`src/design/rvild_pkg.sv`:
```
// ----------------------------------------------------------------------------
// rvild_pkg
// Shared types and constants for the RV32I immediate and load execute block.
// ----------------------------------------------------------------------------
package rvild_pkg;

    localparam int REG_COUNT = 32;
    localparam int REG_IDX_W = $clog2(REG_COUNT);
    localparam logic [5:0] REG_LIMIT = 6'(REG_COUNT);

    localparam logic [6:0] OPC_LOAD   = 7'h03;
    localparam logic [6:0] OPC_OPIMM  = 7'h13;
    localparam logic [6:0] OPC_AUIPC  = 7'h17;
    localparam logic [6:0] OPC_OPIMMW = 7'h1B;
    localparam logic [6:0] OPC_LUI    = 7'h37;

    localparam logic [2:0] F3_ADD  = 3'b000;
    localparam logic [2:0] F3_SLL  = 3'b001;
    localparam logic [2:0] F3_SLT  = 3'b010;
    localparam logic [2:0] F3_SLTU = 3'b011;
    localparam logic [2:0] F3_XOR  = 3'b100;
    localparam logic [2:0] F3_SR   = 3'b101;
    localparam logic [2:0] F3_OR   = 3'b110;
    localparam logic [2:0] F3_AND  = 3'b111;

    localparam logic [2:0] F3_LB  = 3'b000;
    localparam logic [2:0] F3_LH  = 3'b001;
    localparam logic [2:0] F3_LBU = 3'b100;
    localparam logic [2:0] F3_LHU = 3'b101;

    localparam logic [1:0] SIZE_WORD = 2'd2;
    localparam logic [1:0] SIZE_DBL  = 2'd3;

    localparam logic ACT_EXEC = 1'b0;
    localparam logic ACT_DATA = 1'b1;

    typedef enum logic [1:0] {
        ST_OK        = 2'd0,
        ST_ILLEGAL   = 2'd1,
        ST_NO_LOAD   = 2'd2,
        ST_LOAD_BUSY = 2'd3
    } t_status;

    typedef struct packed {
        logic        action;
        logic [31:0] instruction;
        logic [31:0] load_data;
    } t_in_item;

    typedef struct packed {
        t_status     status;
        logic [31:0] pc_after;
        logic        reg_write;
        logic [4:0]  reg_index;
        logic [31:0] reg_value;
        logic        mem_read;
        logic [31:0] mem_address;
        logic [1:0]  mem_size;
    } t_out_item;

    typedef struct packed {
        logic [31:0] pc;
        logic        pending;
        logic [4:0]  dest;
        logic [2:0]  kind;
    } t_state;

    typedef struct packed {
        logic                 we;
        logic [REG_IDX_W-1:0] addr;
        logic [31:0]          data;
    } t_rf_wr;

endpackage

```
`src/design/rvild_regfile.sv`:
```
// ----------------------------------------------------------------------------
// rvild_regfile
// Integer register file in flops, one write and one read port; x0 reads zero.
// ----------------------------------------------------------------------------
module rvild_regfile
    import rvild_pkg::*;
(
    input  logic        i_clk,
    input  logic        i_rst_n,
    input  t_rf_wr      i_wr,
    input  logic [4:0]  i_raddr,
    output logic [31:0] o_rdata
);

    logic [31:0] r_regs [REG_COUNT];

    always_ff @(posedge i_clk) begin
        if (!i_rst_n) begin
            for (int i = 0; i < REG_COUNT; i++) begin
                r_regs[i] <= '0;
            end
        end else if (i_wr.we) begin
            r_regs[i_wr.addr] <= i_wr.data;
        end
    end

    always_comb begin
        if (i_raddr == 5'd0 || {1'b0, i_raddr} >= REG_LIMIT) begin
            o_rdata = '0;
        end else begin
            o_rdata = r_regs[i_raddr[REG_IDX_W-1:0]];
        end
    end

endmodule

```
`src/design/rvild_exec.sv`:
```
// ----------------------------------------------------------------------------
// rvild_exec
// Decode and execute of one item: result, next state and register write.
// ----------------------------------------------------------------------------
module rvild_exec
    import rvild_pkg::*;
(
    input  t_in_item    i_item,
    input  t_state      i_state,
    input  logic [31:0] i_rs1_data,
    output t_out_item   o_result,
    output t_state      o_state,
    output t_rf_wr      o_wr
);

    logic [6:0]  opc;
    logic [4:0]  rd;
    logic [2:0]  f3;
    logic [4:0]  rs1;
    logic [31:0] imm;
    logic [31:0] uimm;
    logic        rd_ok;
    logic        rs_ok;
    logic [31:0] alu;
    logic [31:0] ld_val;
    logic [31:0] pc_inc;
    logic        wb;
    logic [4:0]  wb_idx;
    logic [31:0] wb_val;

    assign opc    = i_item.instruction[6:0];
    assign rd     = i_item.instruction[11:7];
    assign f3     = i_item.instruction[14:12];
    assign rs1    = i_item.instruction[19:15];
    assign imm    = {{20{i_item.instruction[31]}}, i_item.instruction[31:20]};
    assign uimm   = {i_item.instruction[31:12], 12'd0};
    assign rd_ok  = {1'b0, rd} < REG_LIMIT;
    assign rs_ok  = {1'b0, rs1} < REG_LIMIT;
    assign pc_inc = i_state.pc + 32'd4;

    always_comb begin
        unique case (f3)
            F3_ADD:  alu = i_rs1_data + imm;
            F3_SLT:  alu = {31'd0, $signed(i_rs1_data) < $signed(imm)};
            F3_SLTU: alu = {31'd0, i_rs1_data < imm};
            F3_XOR:  alu = i_rs1_data ^ imm;
            F3_OR:   alu = i_rs1_data | imm;
            default: alu = i_rs1_data & imm;
        endcase
    end

    always_comb begin
        unique case (i_state.kind)
            F3_LB:   ld_val = {{24{i_item.load_data[7]}}, i_item.load_data[7:0]};
            F3_LBU:  ld_val = {24'd0, i_item.load_data[7:0]};
            F3_LH:   ld_val = {{16{i_item.load_data[15]}}, i_item.load_data[15:0]};
            F3_LHU:  ld_val = {16'd0, i_item.load_data[15:0]};
            default: ld_val = i_item.load_data;
        endcase
    end

    always_comb begin
        o_result        = '0;
        o_result.status = ST_OK;
        o_state         = i_state;
        wb              = 1'b0;
        wb_idx          = rd;
        wb_val          = '0;

        if (i_item.action == ACT_DATA) begin
            if (!i_state.pending) begin
                o_result.status = ST_NO_LOAD;
            end else begin
                wb              = 1'b1;
                wb_idx          = i_state.dest;
                wb_val          = ld_val;
                o_state.pending = 1'b0;
            end
        end else if (i_state.pending) begin
            o_result.status = ST_LOAD_BUSY;
        end else if ((opc == OPC_OPIMM || (opc == OPC_OPIMMW && f3 == F3_ADD))
                     && f3 != F3_SLL && f3 != F3_SR && rd_ok && rs_ok) begin
            wb         = 1'b1;
            wb_val     = alu;
            o_state.pc = pc_inc;
        end else if (opc == OPC_LUI && rd_ok) begin
            wb         = 1'b1;
            wb_val     = uimm;
            o_state.pc = pc_inc;
        end else if (opc == OPC_AUIPC && rd_ok) begin
            wb         = 1'b1;
            wb_val     = i_state.pc + uimm;
            o_state.pc = pc_inc;
        end else if (opc == OPC_LOAD && f3 != F3_AND && rd_ok && rs_ok) begin
            o_result.mem_read    = 1'b1;
            o_result.mem_address = i_rs1_data + imm;
            o_result.mem_size    = (f3[1:0] == SIZE_DBL) ? SIZE_WORD : f3[1:0];
            o_state.pending      = 1'b1;
            o_state.dest         = rd;
            o_state.kind         = f3;
            o_state.pc           = pc_inc;
        end else begin
            o_result.status = ST_ILLEGAL;
        end

        // x0 destination: completes but nothing is written
        if (wb && wb_idx != 5'd0) begin
            o_result.reg_write = 1'b1;
            o_result.reg_index = wb_idx;
            o_result.reg_value = wb_val;
        end
        o_result.pc_after = o_state.pc;

        o_wr.we   = o_result.reg_write;
        o_wr.addr = wb_idx[REG_IDX_W-1:0];
        o_wr.data = wb_val;
    end

endmodule

```
`src/design/rv32i_imm_load_execute.sv`:
```
// ----------------------------------------------------------------------------
// rv32i_imm_load_execute
// RV32I execute for OP-IMM, lui, auipc and loads, with load data write-back.
// ----------------------------------------------------------------------------
// Input channel (i_in_valid / o_in_stall / i_in_data): an instruction or a
// load data item, one transfer per cycle at most. Output channel
// (o_out_valid / i_out_stall / o_out_data): exactly one result per item,
// in order. Configuration channel (i_cfg_valid / o_cfg_ready / i_cfg_data):
// writes start_pc, which also loads the program counter; always ready.
// Throughput: one item per cycle while the receiver does not stall, set by
// the single pass through the decode/execute logic between the input
// register and the result register; register file, pc and load state
// update at the edge that registers the result, so the following item
// sees them.
// Reset clears the register file, pc (to zero), the pending load and both
// pipeline valid flags. When the receiver stalls, the result register holds;
// the input register still fills, and o_in_stall rises once both are full.
// ----------------------------------------------------------------------------
module rv32i_imm_load_execute
    import rvild_pkg::*;
(
    input  logic        i_clk,
    input  logic        i_rst_n,
    input  logic        i_in_valid,
    output logic        o_in_stall,
    input  t_in_item    i_in_data,
    output logic        o_out_valid,
    input  logic        i_out_stall,
    output t_out_item   o_out_data,
    input  logic        i_cfg_valid,
    output logic        o_cfg_ready,
    input  logic [31:0] i_cfg_data
);

    t_in_item    r_in;
    logic        r_in_valid;
    t_out_item   r_out;
    logic        r_out_valid;
    t_state      r_state;
    t_state      n_state;
    t_out_item   n_out;
    t_rf_wr      rf_wr;
    t_rf_wr      rf_wr_gated;
    logic [31:0] rs1_data;
    logic        advance;
    logic        in_xfer;

    assign advance     = r_in_valid && (!r_out_valid || !i_out_stall);
    assign o_in_stall  = r_in_valid && !advance;
    assign in_xfer     = i_in_valid && !o_in_stall;
    assign o_out_valid = r_out_valid;
    assign o_out_data  = r_out;
    assign o_cfg_ready = 1'b1;

    always_comb begin
        rf_wr_gated    = rf_wr;
        rf_wr_gated.we = rf_wr.we && advance;
    end

    rvild_regfile u_regfile (
        .i_clk   (i_clk),
        .i_rst_n (i_rst_n),
        .i_wr    (rf_wr_gated),
        .i_raddr (r_in.instruction[19:15]),
        .o_rdata (rs1_data)
    );

    rvild_exec u_exec (
        .i_item     (r_in),
        .i_state    (r_state),
        .i_rs1_data (rs1_data),
        .o_result   (n_out),
        .o_state    (n_state),
        .o_wr       (rf_wr)
    );

    always_ff @(posedge i_clk) begin
        if (!i_rst_n) begin
            r_in_valid  <= 1'b0;
            r_out_valid <= 1'b0;
            r_state     <= '0;
        end else begin
            if (in_xfer) begin
                r_in_valid <= 1'b1;
            end else if (advance) begin
                r_in_valid <= 1'b0;
            end
            if (advance) begin
                r_out_valid <= 1'b1;
                r_state     <= n_state;
            end else if (!i_out_stall) begin
                r_out_valid <= 1'b0;
            end
            if (i_cfg_valid && o_cfg_ready) begin
                r_state.pc <= i_cfg_data;
            end
        end
    end

    always_ff @(posedge i_clk) begin
        if (in_xfer) begin
            r_in <= i_in_data;
        end
        if (advance) begin
            r_out <= n_out;
        end
    end

endmodule

```
`config.mk`:
```
export PLATFORM = sky130hd
export DESIGN_NAME = rv32i_imm_load_execute
export DESIGN_NICKNAME = d
export VERILOG_FILES = /design/src/design/rvild_pkg.sv /design/src/design/rvild_regfile.sv /design/src/design/rvild_exec.sv /design/src/design/rv32i_imm_load_execute.sv
export SDC_FILE = /design/constraint.sdc
export NUM_CORES = 2
export LEC_CHECK = 0
export BUFFER_PORTS_ARGS = -buffer_cell sky130_fd_sc_hd__buf_4
export CAP_MARGIN = 10
export CORE_MARGIN = 1.5
export CORE_UTILIZATION = 30
export CTS_BUF_LIST = sky130_fd_sc_hd__clkbuf_8
export CTS_CLUSTER_DIAMETER = 150
export CTS_CLUSTER_SIZE = 14
export DETAILED_ROUTE_END_ITERATION = 8
export GPL_TIMING_DRIVEN = 0
export HOLD_SLACK_MARGIN = 0.15
export SYNTH_ARGS = -nofsm -noshare
export SYNTH_HDL_FRONTEND = slang
export SYNTH_SLANG_ARGS = --single-unit
export TNS_END_PERCENT = 10
```
`constraint.sdc`:
```
create_clock -name i_clk -period 10.1 [get_ports i_clk]
set_clock_uncertainty 0.15 [all_clocks]
set_input_delay 1.515 -clock i_clk [delete_from_list [all_inputs] [get_ports i_clk]]
set_output_delay 1.515 -clock i_clk [all_outputs]
set_load 0.1 [all_outputs]
```
==> impl_metrics.toml <==
[sta]
post-route-period-util_pct = 92.3
hold_viol_final = 0
worst_hold_slack_ps = 300
drv_slew = 0
worstMarginPinSlew_ps = 1320
tns_ps = 0
rsz0062_at_grt = "no"
setup-violations-final = 0
fmax_mhz = 107
slew_headroom_pct = 11.1
min_period_ps = 9320

[placement]
portBuffers = 208
place.gp.congestion = 0.973
dp_hpwl_mm = 161

[floorplan]
ios = 212
core_um2 = 197000
initial_core_util_pct = 30.2
chipWidth_um = 449
dieArea_um2 = 202000
die_h_um = 449
rows = 163

[drt]
dr_wl_met3_mm = 20.0
firstDrtPassIters = 8
drc = 0
vias = 41076
top_layer_used = "met4"
drt_wl_total_mm = 218
drt_iter0_markers = 5811
ant_nets = 0
met1_length_mm = 82.9
wl_per_cell_um = 28.6
via_per_inst = 5.41
met2_length_mm = 104

[cells_and_area]
layout.nets = 5149
n_fill_cell = 19384
drive_above_1_share_pct = 19.2
synthToLayoutAreaGrowth_pct = 13.5

[critical_path]
cp_max_fo = 10
path_common_cell = "clkbuf_1"
crit_type = "flop to flop"
cp.arrival_ps = 9740
critPathBufInv = 7
slowest_stage = "clkbuf_1"
worst-path-stages = 21
path_cells = "buf_2, clkbuf_1, clkbuf_1, clkbuf_1, mux4_2, mux4_2, nand2_1, a21o_1, ha_1, clkbuf_1, nand2_1, nor4_1, and3_1, nand3_1, nand3_1, xnor2_1, o21ai_0, a31oi_2, buf_8, clkbuf_1, nor2_1"
critPathRequiredTime_ps = 10520
crit_path_start_kind = "flop"
r2r_cells = 21
r2r_setup_slack_ps = 780
cp-end-kind = "flop"
cp_top_family = "buffers and inverters"
cpPeakStageDelay_ps = 950

[synthesis]
synth_top_area_share_pct = 60.2
yosys.area.top_type = "edfxtp_1"
syn-instance-count = 4507
synth_edf_count = 1196
syn-cell-area_um2 = 59700
dominantRegCellSynth = "edfxtp_1"
synth_area_leaders = "edfxtp_1, mux4_2, nor2_1, ha_1, a21oi_1"
synth-warning-count = 0
syn_avg_cell_area_um2 = 13.2
yosysUniqueCellTypes = 108
yosysMostFrequentCell = "edfxtp_1"
ys_top_cells_by_count = "edfxtp_1, nor2_1, mux4_2, clkbuf_1, a21oi_1"
postSynth.asyncResetShare_pct = 0
ys_ff_latch = 1244
ys_seq_area_share_pct = 61.8

[clock_tree]
cts.sinks = 1244
clockBufferDepth = 3
cts_tree = "yes"
ctsResizeCount = 0
path_clk_slew_ps = 100
worstSkewPairLatency_ps = 920
cts_root_buffer = "clkbuf_8"
cts_buffers = 98
htreeDepth = 3
hold_buffers = 0
post_cts_buffers = 0

[grt]
grt_usage_pct = 20.9
grt_max_degree = 71
grt_pass1_vias = 39914
antenna_found_initial = 7
grt-ovfl-total = 0
grt_pass1_wl_mm = 300

[min_path]
whs_path_depth = 0
hold_path_class = "flop to flop"

[status]
status = "finished clean"

[power]
power.density_nw_per_um2 = 154
p_leak_uw = 0.0227
ir_drop_mv = 0.105
total_power_uw = 10400

[flow_run]
drv_cap = 0
==> report_power, final <==
| group | switching [uW] | internal (uW) | leakage, uW | total, uW |
|---|---|---|---|---|
| registers | 84.5 | 5820 | 0.0126 | 5910 |
| clock network | 1740 | 903 | 0.000904 | 2640 |
| logic | 1270 | 627 | 0.00923 | 1900 |
| total | 3090 | 7350 | 0.0227 | 10400 |
==> cell type report <==
| class | instances | area, um^2 | area share [%] |
|---|---|---|---|
| sequential | 1244 | 36900 | 54.5 |
| multi-input combinational | 2815 | 21100 | 31.2 |
| tap | 2640 | 3300 | 4.88 |
| timing repair buffer | 273 | 2780 | 4.11 |
| buffer | 376 | 1650 | 2.43 |
| clock buffer | 98 | 1350 | 1.99 |
| inverter | 103 | 389 | 0.575 |
| clock inverter | 36 | 214 | 0.316 |
| antenna | 12 | 30.0 | 0.0443 |
==> worst paths after layout <==
check                           from                                endpoint
max                             flop  u_regfile.r_regs[17][19]$_SDFFCE_PN0P_
min          r_state[9]$_SDFFE_PN0P_                o_out_data[73]$_DFFE_PP_
max reg2reg                     flop  u_regfile.r_regs[17][19]$_SDFFCE_PN0P_
min reg2reg  r_state[9]$_SDFFE_PN0P_                o_out_data[73]$_DFFE_PP_
==> registers in the layout (all words and copies together) (netlist names), named ones only <==
| register | count |
|---|---|
| u_regfile.r_regs | 1024 |
| r_in | 65 |
| o_out_data | 107 |
| r_state | 41 |
| o_out_valid | 1 |
| r_in_valid | 1 |
==> placed cells by master (no fill, tap or decap), types with 106 or more instances in the layout <==
cell / count
mux4_2: 290
nand2_1: 207
nor2_1: 955
edfxtp_1: 1196
clkbuf_1: 256
ha_1: 134
buf_4: 221
a21oi_1: 243
nor3_1: 106
inv_1: 127
==> logic make-up (layout without fill, tap and decap cells) <==
family / after synthesis / count (layout) / share of synthesized area [%]
compound gates: 623 / 623 / 6.86
xor+xnor: 94 / 94 / 1.38
fa+ha+maj: 136 / 136 / 2.88
buf+inv: 479 / 886 / 3.40
flops: 1244 / 1244 / 61.8
mux: 354 / 354 / 12.0
other cells: 2 / 45 / 0.0126
simple gates: 1575 / 1575 / 11.6
==> metal layers <==
| metal | vias up | track usage, % |
|---|---|---|
| met5 | - | 0 |
| met4 | 0 | 9.37 |
| met3 | 396 | 4.18 |
| met2 | 2240 | 34.4 |
| met1 | 21096 | 26.6 |
| li1 | 17344 | - |
==> metrics by stage <==
stage	cells	worst slack [ps]	utilization, %	instance area [um^2]
floorplan	4538	3460	-	59800
global placement	7386	-271	32.7	64600
detailed placement	7446	1080	33.4	66000
CTS	7580	1050	34.2	67600
global route	7589	680	34.3	67700
finish	7597	782	34.3	67700
No activity file was read; power rests on OpenSTA's default activity.
